===== config.mk =====
export PLATFORM = sky130hd
export DESIGN_NAME = ignition_delay_relay_guard
export DESIGN_NICKNAME = d
export VERILOG_FILES = /design/src/design/idrg_pkg.sv /design/src/design/ignition_delay_relay_guard.sv /design/src/design/idrg_window.sv
export SDC_FILE = /design/constraint.sdc
export NUM_CORES = 2
export LEC_CHECK = 0
export BUFFER_PORTS_ARGS = -buffer_cell sky130_fd_sc_hd__clkbuf_2
export CAP_MARGIN = 20
export CORE_MARGIN = 1
export CORE_UTILIZATION = 45
export CTS_CLUSTER_SIZE = 20
export DETAILED_ROUTE_END_ITERATION = 6
export GPL_ROUTABILITY_DRIVEN = 0
export MAX_ROUTING_LAYER = met4
export SYNTH_ARGS = -nofsm -noshare
export SYNTH_HDL_FRONTEND = slang
export SYNTH_HIERARCHICAL = 1
export SYNTH_SLANG_ARGS = --single-unit

===== constraint.sdc =====
create_clock -name i_clk -period 5.8 [get_ports i_clk]
set_input_delay 0 -clock i_clk [delete_from_list [all_inputs] [get_ports i_clk]]
set_output_delay 0 -clock i_clk [all_outputs]
set_load 0.02 [all_outputs]

===== src/design/idrg_pkg.sv =====
// Shared widths, register indexes, reset values and types of the relay guard.
// No dependencies.
package idrg_pkg;

    localparam int unsigned SAMPLE_W   = 12;
    localparam int unsigned HOLD_W     = 16;
    localparam int unsigned MV_W       = 15;
    localparam int unsigned GAIN_W     = 20;
    localparam int unsigned OFFSET_W   = 12;
    localparam int unsigned PERIOD_W   = 8;
    localparam int unsigned CFG_IDX_W  = 3;
    localparam int unsigned CFG_DATA_W = 20;
    localparam int unsigned GAIN_FRAC  = 16;

    localparam int unsigned WINDOW_DEF = 10;

    localparam logic [MV_W-1:0] BATT_MAX = '1;

    // register indexes on the configuration port
    localparam logic [CFG_IDX_W-1:0] CFG_HOLD_ONE   = 3'd0;
    localparam logic [CFG_IDX_W-1:0] CFG_HOLD_TWO   = 3'd1;
    localparam logic [CFG_IDX_W-1:0] CFG_MIN_BATT   = 3'd2;
    localparam logic [CFG_IDX_W-1:0] CFG_GAIN       = 3'd3;
    localparam logic [CFG_IDX_W-1:0] CFG_OFFSET     = 3'd4;
    localparam logic [CFG_IDX_W-1:0] CFG_PERIOD     = 3'd5;

    localparam logic [HOLD_W-1:0]   HOLD_ONE_RST = 16'd60;
    localparam logic [HOLD_W-1:0]   HOLD_TWO_RST = 16'd60;
    localparam logic [MV_W-1:0]     MIN_BATT_RST = 15'd10000;
    localparam logic [GAIN_W-1:0]   GAIN_RST     = 20'd293091;
    localparam logic [OFFSET_W-1:0] OFFSET_RST   = 12'd800;
    localparam logic [PERIOD_W-1:0] PERIOD_RST   = 8'd10;

    // window stage control from the top level
    typedef struct packed {
        logic load;   // input beat accepted, read old entry
        logic adv;    // window stage hands its item on, write back
    } t_win_ctl;

endpackage


===== src/design/ignition_delay_relay_guard.sv =====
// Ignition delay-off relay guard with low-voltage disconnect, top level.
// Depends on idrg_pkg and idrg_window.
//
//  channel   valid          stall          payload
//  -------   ------------   ------------   ---------------------------------------------
//  in        i_in_valid     o_in_stall     i_ignition_on, i_sense_mv
//  out       o_out_valid    i_out_stall    o_relay_one_on .. o_periodic_report
//  cfg       i_cfg_we       (none)         i_cfg_idx, i_cfg_data
//
// One beat per cycle sustained while i_out_stall stays low; each beat is registered through
// window memory read, sum update, gain multiply, reciprocal multiply,
// quotient correction, then relay update into the output register.
// Synchronous active-low reset; no clearing pass, the first sample stands in
// for window entries not yet written. A stalled result holds in the output
// register while earlier stages keep filling their empty slots.
module ignition_delay_relay_guard #(
    parameter int unsigned WINDOW = idrg_pkg::WINDOW_DEF
) (
    input  logic                              i_clk,
    input  logic                              i_rst_n,
    input  logic                              i_cfg_we,
    input  logic [idrg_pkg::CFG_IDX_W-1:0]    i_cfg_idx,
    input  logic [idrg_pkg::CFG_DATA_W-1:0]   i_cfg_data,
    input  logic                              i_in_valid,
    output logic                              o_in_stall,
    input  logic                              i_ignition_on,
    input  logic [idrg_pkg::SAMPLE_W-1:0]     i_sense_mv,
    output logic                              o_out_valid,
    input  logic                              i_out_stall,
    output logic                              o_relay_one_on,
    output logic                              o_relay_two_on,
    output logic [idrg_pkg::MV_W-1:0]         o_battery_mv,
    output logic                              o_window_full,
    output logic                              o_under_voltage,
    output logic                              o_final_report,
    output logic                              o_periodic_report
);
    import idrg_pkg::*;

    localparam int unsigned SUM_W  = $clog2(WINDOW * ((1 << SAMPLE_W) - 1) + 1);
    localparam int unsigned PROD_W = SUM_W + GAIN_W;
    localparam int unsigned X_W    = PROD_W - GAIN_FRAC;
    localparam int unsigned WIN_W  = $clog2(WINDOW + 1);
    localparam logic [X_W-1:0] RECIP = X_W'((64'd1 << X_W) / WINDOW);

    // configuration
    logic [HOLD_W-1:0]   r_hold_one;
    logic [HOLD_W-1:0]   r_hold_two;
    logic [MV_W-1:0]     r_min_batt;
    logic [GAIN_W-1:0]   r_gain;
    logic [OFFSET_W-1:0] r_offset;
    logic [PERIOD_W-1:0] r_period;

    always_ff @(posedge i_clk) begin
        if (!i_rst_n) begin
            r_hold_one <= HOLD_ONE_RST;
            r_hold_two <= HOLD_TWO_RST;
            r_min_batt <= MIN_BATT_RST;
            r_gain     <= GAIN_RST;
            r_offset   <= OFFSET_RST;
            r_period   <= PERIOD_RST;
        end else if (i_cfg_we) begin
            unique case (i_cfg_idx)
                CFG_HOLD_ONE: r_hold_one <= i_cfg_data[HOLD_W-1:0];
                CFG_HOLD_TWO: r_hold_two <= i_cfg_data[HOLD_W-1:0];
                CFG_MIN_BATT: r_min_batt <= i_cfg_data[MV_W-1:0];
                CFG_GAIN:     r_gain     <= i_cfg_data[GAIN_W-1:0];
                CFG_OFFSET:   r_offset   <= i_cfg_data[OFFSET_W-1:0];
                CFG_PERIOD:   r_period   <= i_cfg_data[PERIOD_W-1:0];
                default: ;
            endcase
        end
    end

    // stage valids and flow control
    logic r_v1, r_v2, r_v3, r_v4, r_v5, r_out_valid;
    logic free_out, free1, free2, free3, free4, free5;
    logic adv1, adv2, adv3, adv4, adv5;
    logic accept;

    always_comb begin
        free_out = !r_out_valid || !i_out_stall;
        adv5     = r_v5 && free_out;
        free5    = !r_v5 || free_out;
        adv4     = r_v4 && free5;
        free4    = !r_v4 || free5;
        adv3     = r_v3 && free4;
        free3    = !r_v3 || free4;
        adv2     = r_v2 && free3;
        free2    = !r_v2 || free3;
        adv1     = r_v1 && free2;
        free1    = !r_v1 || free2;
        accept   = i_in_valid && free1;
    end

    assign o_in_stall  = !free1;
    assign o_out_valid = r_out_valid;

    always_ff @(posedge i_clk) begin
        if (!i_rst_n) begin
            r_v1        <= 1'b0;
            r_v2        <= 1'b0;
            r_v3        <= 1'b0;
            r_v4        <= 1'b0;
            r_v5        <= 1'b0;
            r_out_valid <= 1'b0;
        end else begin
            r_v1        <= accept || (r_v1 && !adv1);
            r_v2        <= adv1   || (r_v2 && !adv2);
            r_v3        <= adv2   || (r_v3 && !adv3);
            r_v4        <= adv3   || (r_v4 && !adv4);
            r_v5        <= adv4   || (r_v5 && !adv5);
            r_out_valid <= adv5   || (r_out_valid && i_out_stall);
        end
    end

    // window stage
    t_win_ctl         win_ctl;
    logic             win_full_next;
    logic [SUM_W-1:0] win_sum;

    assign win_ctl.load = accept;
    assign win_ctl.adv  = adv1;

    idrg_window #(
        .WINDOW (WINDOW),
        .SUM_W  (SUM_W)
    ) u_window (
        .i_clk       (i_clk),
        .i_rst_n     (i_rst_n),
        .i_ctl       (win_ctl),
        .i_sample    (i_sense_mv),
        .o_full_next (win_full_next),
        .o_sum       (win_sum)
    );

    // tags and arithmetic down the stages
    logic              r_s1_ign, r_s1_full;
    logic              r_s2_ign, r_s2_full;
    logic              r_s3_ign, r_s3_full;
    logic              r_s4_ign, r_s4_full;
    logic              r_s5_ign, r_s5_full;
    logic [PROD_W-1:0] r_s3_prod;
    logic [X_W-1:0]    r_s4_x;
    logic [2*X_W-1:0]  r_s4_qm;
    logic [X_W-1:0]    r_s5_q;

    logic [X_W-1:0]    x;
    logic [X_W-1:0]    q0;
    logic [X_W+WIN_W-1:0] q0w;
    logic [X_W:0]      rem;

    always_comb begin
        x   = r_s3_prod[PROD_W-1:GAIN_FRAC];
        q0  = r_s4_qm[2*X_W-1:X_W];
        q0w = (X_W+WIN_W)'(q0) * (X_W+WIN_W)'(WINDOW);
        rem = {1'b0, r_s4_x} - q0w[X_W:0];
    end

    always_ff @(posedge i_clk) begin
        if (accept) begin
            r_s1_ign  <= i_ignition_on;
            r_s1_full <= win_full_next;
        end
        if (adv1) begin
            r_s2_ign  <= r_s1_ign;
            r_s2_full <= r_s1_full;
        end
        if (adv2) begin
            r_s3_ign  <= r_s2_ign;
            r_s3_full <= r_s2_full;
            r_s3_prod <= PROD_W'(win_sum) * PROD_W'(r_gain);
        end
        if (adv3) begin
            r_s4_ign  <= r_s3_ign;
            r_s4_full <= r_s3_full;
            r_s4_x    <= x;
            r_s4_qm   <= (2*X_W)'(x) * (2*X_W)'(RECIP);
        end
        if (adv4) begin
            r_s5_ign  <= r_s4_ign;
            r_s5_full <= r_s4_full;
            // reciprocal estimate is short by at most one
            r_s5_q    <= (rem >= (X_W+1)'(WINDOW)) ? q0 + 1'b1 : q0;
        end
    end

    // relay and report update on the way into the output register
    logic [HOLD_W-1:0]   r_hold_one_left, r_hold_two_left;
    logic                r_relay_one, r_relay_two;
    logic                r_final_sent;
    logic [PERIOD_W-1:0] r_report_cnt;
    logic [MV_W-1:0]     r_batt;
    logic                r_full, r_under, r_final, r_periodic;

    logic [X_W:0]        total;
    logic [MV_W-1:0]     batt;
    logic                under;
    logic [HOLD_W-1:0]   n_hold_one_left, n_hold_two_left;
    logic                n_relay_one, n_relay_two;
    logic                n_final_sent, final_flag;
    logic [PERIOD_W-1:0] n_report_cnt, cnt_inc;
    logic                periodic;

    always_comb begin
        total = (X_W+1)'(r_s5_q) + (X_W+1)'(r_offset);
        batt  = (total > (X_W+1)'(BATT_MAX)) ? BATT_MAX : total[MV_W-1:0];
        under = r_s5_full && (batt < r_min_batt);

        n_hold_one_left = r_hold_one_left;
        n_hold_two_left = r_hold_two_left;
        n_relay_one     = r_relay_one;
        n_relay_two     = r_relay_two;
        if (r_s5_ign) begin
            n_relay_one     = 1'b1;
            n_relay_two     = 1'b1;
            n_hold_one_left = r_hold_one;
            n_hold_two_left = r_hold_two;
        end else begin
            if (r_hold_one_left != '0) begin
                n_hold_one_left = r_hold_one_left - 1'b1;
            end
            if (r_hold_two_left != '0) begin
                n_hold_two_left = r_hold_two_left - 1'b1;
            end
            if (n_hold_one_left == '0) begin
                n_relay_one = 1'b0;
            end
            if (n_hold_two_left == '0) begin
                n_relay_two = 1'b0;
            end
        end
        // low battery overrides ignition
        if (under) begin
            n_relay_one = 1'b0;
            n_relay_two = 1'b0;
        end

        final_flag = 1'b0;
        if (!r_s5_ign && !n_relay_one && !n_relay_two) begin
            final_flag   = !r_final_sent;
            n_final_sent = 1'b1;
        end else begin
            n_final_sent = 1'b0;
        end

        cnt_inc  = r_report_cnt + 1'b1;
        periodic = (cnt_inc >= r_period);
        n_report_cnt = periodic ? '0 : cnt_inc;
    end

    always_ff @(posedge i_clk) begin
        if (!i_rst_n) begin
            r_hold_one_left <= '0;
            r_hold_two_left <= '0;
            r_relay_one     <= 1'b0;
            r_relay_two     <= 1'b0;
            r_final_sent    <= 1'b0;
            r_report_cnt    <= '0;
        end else if (adv5) begin
            r_hold_one_left <= n_hold_one_left;
            r_hold_two_left <= n_hold_two_left;
            r_relay_one     <= n_relay_one;
            r_relay_two     <= n_relay_two;
            r_final_sent    <= n_final_sent;
            r_report_cnt    <= n_report_cnt;
        end
    end

    always_ff @(posedge i_clk) begin
        if (adv5) begin
            r_batt     <= batt;
            r_full     <= r_s5_full;
            r_under    <= under;
            r_final    <= final_flag;
            r_periodic <= periodic;
        end
    end

    assign o_relay_one_on    = r_relay_one;
    assign o_relay_two_on    = r_relay_two;
    assign o_battery_mv      = r_batt;
    assign o_window_full     = r_full;
    assign o_under_voltage   = r_under;
    assign o_final_report    = r_final;
    assign o_periodic_report = r_periodic;

endmodule


===== src/design/idrg_window.sv =====
// Sample window of the relay guard: sample memory, write slot and running sum.
// Depends on idrg_pkg.
module idrg_window #(
    parameter int unsigned WINDOW = idrg_pkg::WINDOW_DEF,
    parameter int unsigned SUM_W  = $clog2(WINDOW * ((1 << idrg_pkg::SAMPLE_W) - 1) + 1)
) (
    input  logic                              i_clk,
    input  logic                              i_rst_n,
    input  idrg_pkg::t_win_ctl                i_ctl,
    input  logic [idrg_pkg::SAMPLE_W-1:0]     i_sample,
    output logic                              o_full_next,
    output logic [SUM_W-1:0]                  o_sum
);
    import idrg_pkg::*;

    localparam int unsigned SLOT_W = $clog2(WINDOW);

    logic [SAMPLE_W-1:0] r_mem [WINDOW];
    logic [SAMPLE_W-1:0] r_rd_q;

    logic [SLOT_W-1:0]   r_slot;
    logic                r_primed;
    logic                r_filled;
    logic [SAMPLE_W-1:0] r_first;
    logic [SUM_W-1:0]    r_sum;

    logic [SLOT_W-1:0]   r_s1_slot;
    logic [SAMPLE_W-1:0] r_s1_sample;
    logic                r_s1_init;
    logic                r_s1_mem;

    logic                wrap;
    logic [SUM_W-1:0]    base;
    logic [SAMPLE_W-1:0] old;
    logic [SUM_W-1:0]    n_sum;

    assign wrap        = (r_slot == SLOT_W'(WINDOW - 1));
    assign o_full_next = r_filled | wrap;
    assign o_sum       = r_sum;

    // Until the window has wrapped, each slot not yet written counts as holding the first sample.
    always_comb begin
        base  = r_s1_init ? SUM_W'(WINDOW) * SUM_W'(r_s1_sample) : r_sum;
        old   = r_s1_mem ? r_rd_q : r_first;
        n_sum = base - SUM_W'(old) + SUM_W'(r_s1_sample);
    end

    always_ff @(posedge i_clk) begin
        if (i_ctl.adv) begin
            r_mem[r_s1_slot] <= r_s1_sample;
        end
        if (i_ctl.load) begin
            r_rd_q <= r_mem[r_slot];
        end
    end

    always_ff @(posedge i_clk) begin
        if (i_ctl.load) begin
            r_s1_slot   <= r_slot;
            r_s1_sample <= i_sample;
            r_s1_init   <= !r_primed;
            r_s1_mem    <= r_filled;
            if (!r_primed) begin
                r_first <= i_sample;
            end
        end
    end

    always_ff @(posedge i_clk) begin
        if (!i_rst_n) begin
            r_slot   <= '0;
            r_primed <= 1'b0;
            r_filled <= 1'b0;
            r_sum    <= '0;
        end else begin
            if (i_ctl.load) begin
                r_primed <= 1'b1;
                r_slot   <= wrap ? '0 : r_slot + 1'b1;
                if (wrap) begin
                    r_filled <= 1'b1;
                end
            end
            if (i_ctl.adv) begin
                r_sum <= n_sum;
            end
        end
    end

endmodule


# --- Word level (Yosys, flattened, before mapping) ---
# Memory sizes are Yosys's and may differ from the RTL's. A register that Yosys moved wholly into a read port is not among the register bits.
# Index checks and enable logic that the tools add are counted.
word_totals:
  regBits: 328
  latchBits: 0
  mem_bits_rw: 120
  mem_bits_ro: 0
  inputBits: 41
  output_inout_bits: 23
  wordCells: 152
  mem_count: 1
classes:
  n_addsub: 9
  mul: 4
  div_mod_pow: 0
  order_cmp: 4
  n_eq_ne: 6
  shift: 0
  muxes: 21
  bitwise: 2
  reduce_logical: 58
memory_table:
  columns: ["name", "words", "width", "rd", "rd_ports_with_merged_regs", "write_ports", "line", "rtl"]
  rows:
  - ["u_window.r_mem", 10, 12, 1, 1, 1, "idrg_window.sv:18", "logic [SAMPLE_W-1:0] r_mem [WINDOW];"]
ops:
  columns: ["op", "n"]
  rows:
  - ["$mux W16", 7]
  - ["$mul A20 B17 Y37 const B", 1]
  - ["$mul A16 B20 Y36", 1]
  - ["$logic_not A16 Y1", 2]
  - ["$reduce_bool A16 Y1", 2]
  - ["$sub A16 B1 Y16 const B", 2]
  - ["$ge A21 B4 Y1 const B", 1]
  - ["$gt A21 B15 Y1 const B", 1]
  - ["$sub A20 B21 Y21", 1]
  - ["$mul A17 B3 Y20 const B", 1]
  - ["$add A18 B12 Y19", 1]
  - ["$add A17 B1 Y18 const B", 1]
  - ["$logic_not A1 Y1", 18]
  - ["$mux W17", 1]
  - ["$add A16 B12 Y16", 1]
  - ["$reduce_and A2 Y1", 8]
  - ["$sub A16 B12 Y16", 1]
  - ["$logic_and A1 B1 Y1", 15]
  - ["$lt A15 B15 Y1", 1]
  - ["$mul A3 B12 Y15 const A", 1]
  - ["$mux W15", 1]
  - ["$logic_or A1 B1 Y1", 12]
  - ["$mux W12", 1]
  - ["$mux W1", 9]
  - ["other kinds (12)", 14]

# --- Logic depth before layout (Yosys ltp) ---
logic_depth:
  depth_word: 11
  depth_mapped: 25
  ltp_nobuf: 24

# --- Modules after synthesis ---
# Netlist, hierarchy kept.
modules_own_cells:
  columns: ["module", "n_inst", "cells_each", "area_per_inst_um2", "seq_area_each_um2"]
  rows:
  - ["ignition_delay_relay_guard", 1, 3069, 27737.9, 5815.6]
  - ["idrg_window", 1, 591, 8685.8, 5305.1]

# --- Worst setup path after synthesis ---
# OpenSTA, ideal clock, no wires.
synth_path:
  path_type: "flip-flop to flip-flop"
  startpoint: "reg u_window.r_sum[1], in the netlist u_window/o_sum[1]"
  endpoint: "reg r_s3_prod[29], data pin"
  setup_ns: 0.258
  arrival_ns: 6.165
  t_required_ns: 5.542
  setup_slack_ns: -0.622
  path_stages_with_launch: 24
  path_buffers: 2
  synth_period_minus_slack_ns: 6.422
  cell_sequence: "dfxtp_1 -> clkbuf_1 -> clkbuf_1 -> nand2_1 -> fa_1 -> fa_1 -> fa_1 -> inv_1 -> fa_1 -> fa_1 -> inv_1 -> fa_1 -> inv_1 -> ha_1 -> a21o_1 -> a21o_1 -> a21oi_1 -> o21ai_0 -> o211ai_1 -> o21ai_0 -> a221o_1 -> a21o_1 -> a21oi_1 -> xnor2_1"
synth_via:
  elab_chain_len: 1
synth_rtl:
  columns: ["element", "line", "rtl"]
  rows:
  - ["start, declared", "idrg_window.sv:25", "logic [SUM_W-1:0] r_sum;"]
  - ["start signal, assigned", "idrg_window.sv:84", "r_sum <= n_sum;"]
  - ["$mul A16 B20 Y36", "ignition_delay_relay_guard.sv:172", "r_s3_prod <= PROD_W'(win_sum) * PROD_W'(r_gain);"]
  - ["end signal, assigned", "ignition_delay_relay_guard.sv:172", null]
  - ["end, declared", "ignition_delay_relay_guard.sv:143", "logic [PROD_W-1:0] r_s3_prod;"]
# No other way between the ends.
# A chain may end at the register's enable or synchronous reset.

# --- Worst setup path after layout ---
layout_path:
  startpoint: "reg u_window.r_sum[4], in the netlist u_window/o_sum[4]"
  endpoint: "reg r_s3_prod[29], data pin"
# Same word-level chain as after synthesis.

==> Flow_metrics.wiki <==
{| class="wikitable"
! Metric !! Value
|-
| Full die area || 82,080 µm²
|-
| Number of max-cap violations || 0
|-
| Post-synth EDFFs || 265
|-
| Number of input and output port buffers inserted || 63
|-
| TritonCTS buffer count || 47
|-
| Destination of the worst hold path || u_window/r_s1_sample[5]
|-
| Die Span X || 286.5 µm
|-
| Worst reg2reg path depth || 21
|-
| RSZ-0062 raised after global routing || yes
|-
| Via count of the first global-routing pass || 26.61k
|-
| Startpoint of the tightest hold check path || i_sense_mv[5]
|-
| Ant diodes || 0
|-
| Setup crit start kind || flop
|-
| Total wire length || 90,530 µm
|-
| Final-report hold violation count || 0
|-
| Share of layout cells above drive strength 1 || 16.60%
|-
| Clock latency of the later-clocked register in the worst-skew pair || 600 ps
|-
| Mean cell area of the mapped netlist || 9.952 µm²
|-
| Final setup margin || -114.5 ps
|-
| Proportion of netlist area held by the largest area contributor || 21.85%
|-
| FF+latch count, synth || 423
|-
| Most instantiated flip-flop cell in the synthesis netlist || edfxtp_1
|-
| Clock H-tree levels || 2
|-
| Post-route minimum period || 5914 ps
|-
| Fill cell total of the finished layout || 7,075
|-
| Synthesis warning total || 6
|-
| Seq/Total Area, Yosys || 30.53%
|-
| Worst reg2reg startpoint || u_window/o_sum[4]
|-
| Delay of the slowest cell on the worst path || 560 ps
|-
| Setup total negative slack || -462.4 ps
|-
| Drt via density || 5.221
|-
| Worst Hold Class || primary input to flop
|-
| End of the worst register-to-register path || r_s3_prod[29]
|-
| Number of nets with antenna violations after detailed routing || 0
|-
| Antenna violations before repair || 0
|-
| Global-route wire length before repair || 144,900 µm
|-
| Commonest cells in the netlist || inv_1 (577), nand2_1 (462), ha_1 (376), fa_1 (373), edfxtp_1 (265)
|-
| Clock Skew || 46.86 ps
|-
| Upper clock frequency limit || 169.1 MHz
|-
| Core area || 79,520 µm²
|-
| Final period utilization || 102.0%
|-
| Placement row count || 103
|-
| Maximum number of pins on one net before global-route repair || 62
|-
| Result of the run || finished with violations
|-
| Worst Path Class, Setup || flop to flop
|-
| Crit path max fanout || 6
|-
| Endpoint arrival time on the critical path || 6240 ps
|-
| Number of cells after detailed placement || 4,860
|-
| Slowest cell on the critical path || fa_2
|-
| Total routing resource utilization after global routing || 23.08%
|-
| Transition time of the tightest slew-check pin || 1040 ps
|-
| Number of instances on the worst hold path || 2
|-
| # setup viols final || 7
|-
| Deepest clock path buffer count || 3
|-
| Iteration count of the initial detailed-routing pass || 5
|-
| Buf+Inv Stages, Crit Path || 6
|-
| Worst Setup End Kind || flop
|-
| Crit-path leading delay family || adder cells
|-
| Data required, critical path || 6130 ps
|-
| CTS tree || done
|-
| Number of instances in the synthesized netlist || 3,660
|-
| DRC viols || 0
|-
| Count of cell instances traversed by the critical path || 21
|-
| Library cell with the highest instance count after synthesis || inv_1
|-
| Final slew viol count || 0
|-
| Final design utilization || 53.59%
|-
| Total standard cell area after synthesis || 36,420 µm²
|-
| Die span in y || 286.5 µm
|-
| Effective utilization at floorplan || 45.81%
|-
| Net count, final || 4,736
|-
| Number of non-filler instances in the completed layout || 5,031
|-
| Post-synth top area cell || edfxtp_1
|-
| Hold Slack || 164.3 ps
|-
| Sink count of the clock tree || 423
|-
| Detailed router's first-iteration violation count || 1,528
|-
| Failing checks || negative setup slack
|-
| Synthesis-to-layout area growth || 16.99%
|-
| Reg-to-reg slack, setup || -110 ps
|-
| Clock-pin slew of the registers on the worst-case setup and hold paths || 60 ps
|-
| Max transition margin || 30.33%
|-
| Total global routing overflow || 0
|-
| Average detailed-routed wire length per instance || 17.99 µm
|-
| Vias after detailed routing || 26.27k
|-
| Clock tree root buffer cell || clkbuf_16
|-
| Async S/R FF share, synth || 0%
|-
| Total half-perimeter wirelength after legalization and detailed placement || 69,910 µm
|-
| Synth cell types || 84
|-
| Cells along the critical path || buf_6, buf_12, and2_4, fa_1, inv_1, fa_1, fa_1, inv_1, fa_1, fa_1, inv_1, fa_2, inv_2, ha_4, or3_4, o211ai_1, o21ai_2, a221o_1, a21o_1, a21oi_2, xnor2_1
|-
| I/O pins || 64
|-
| Cell types occupying the most area after synthesis || edfxtp_1 (22%), fa_1 (21%), ha_1 (13%)
|-
| CP dominant cell by count || fa_1
|-
| Post-Synthesis Net Count || 4,450
|}
[layout make-up]
cell class / instances / area (µm²) / share of cell area, %
Multi-Input combinational cell: 2518 / 23220 / 54.50
Sequential cell: 423 / 11220 / 26.34
Timing Repair Buffer: 375 / 3128 / 7.341
Inverter: 581 / 2186 / 5.130
Clock buffer: 61 / 1373 / 3.221
Tap cell: 1050 / 1314 / 3.083
Clock inverter: 23 / 165.2 / 0.3876
[stage by stage]
step / setup slack [ps] / cell area [µm²]
CTS: -173.4 / 42000
global route: -308.6 / 42610
global placement: -363.7 / 39440
detailed placement: -437.7 / 39470
finish: -114.5 / 42610
floorplan: -32.63 / 36500
[how the worst max path moves through the flow]
stage          slack [ps]            end                from
3_5_place_dp         -440  r_s3_prod[29]          r_gain[10]
3_3_place_gp         -360  r_s3_prod[35]  u_window/o_sum[10]
6_report             -110  r_s3_prod[29]   u_window/o_sum[4]
4_1_cts              -170  r_s3_prod[29]           r_gain[9]
5_1_grt              -310  r_s3_prod[29]           r_gain[5]
2_1_floorplan         -30  r_s3_prod[29]   u_window/o_sum[4]
[what timing repair did]
item	CTS	global route
gates resized for setup	132	113
endpoints found under the setup margin	19	38
hold buffers	42	0
pin swaps	75	95
hold endpoints to repair	119	0
gates cloned	1	0
buffers inserted	23	19
[flip-flops by register name, summed over array words and instances, names as in the netlist, 4 cells and up]
name                  cells
r_period                  8
r_offset                 12
u_window/r_first         12
r_gain                   20
u_window/r_s1_slot        4
u_window/r_mem          120
r_s4_qm                  17
r_s3_prod                20
r_s4_x                   19
r_s5_q                   18
u_window/r_slot           4
r_min_batt               15
o_battery_mv             15
r_hold_two_left          16
u_window/r_s1_sample     12
u_window/r_rd_q          12
u_window/o_sum           16
r_hold_one_left          16
r_hold_one               16
r_hold_two               16
r_report_cnt              8
[cells by family (layout without fill, tap and decap cells)]
| kind of cell | Yosys count | count (layout) | synth area share [%] |
|---|---|---|---|
| buffers and inverters | 719 | 1040 | 7.499 |
| AO/OA/AOI/OAI | 525 | 525 | 9.041 |
| adder cells (fa/ha/maj) | 749 | 749 | 33.42 |
| flip-flops | 423 | 423 | 30.53 |
| multiplexers | 71 | 71 | 2.824 |
| XOR/XNOR | 119 | 119 | 2.861 |
| AND/OR/NAND/NOR | 1054 | 1054 | 13.83 |
[cells in the final DEF (no fill, tap or decap), drive strengths merged, types with 49 or more instances in the layout]
| cell | n |
|---|---|
| and2 | 150 |
| nand3 | 73 |
| fa | 373 |
| o21ai | 104 |
| a21oi | 201 |
| ha | 376 |
| clkbuf | 124 |
| dfxtp | 158 |
| edfxtp | 265 |
| nand2 | 462 |
| nor2 | 128 |
| buf | 270 |
| xnor2 | 78 |
| nor3 | 49 |
| inv | 584 |
[per-layer routing]
| layer | global-route usage (%) | vias up | part of all wire [%] |
|---|---|---|---|
| li1 | - | 12709 | - |
| met1 | 31.69 | 12823 | 47 |
| met2 | 36.31 | 619 | 47 |
| met3 | 3.235 | 116 | 5.0 |
| met4 | 5.040 | 0 | 1.9 |
| met5 | - | - | 0 |
Power is not shown: default switching activity piles up to over one toggle a cycle in this logic, so the estimate is an artifact.
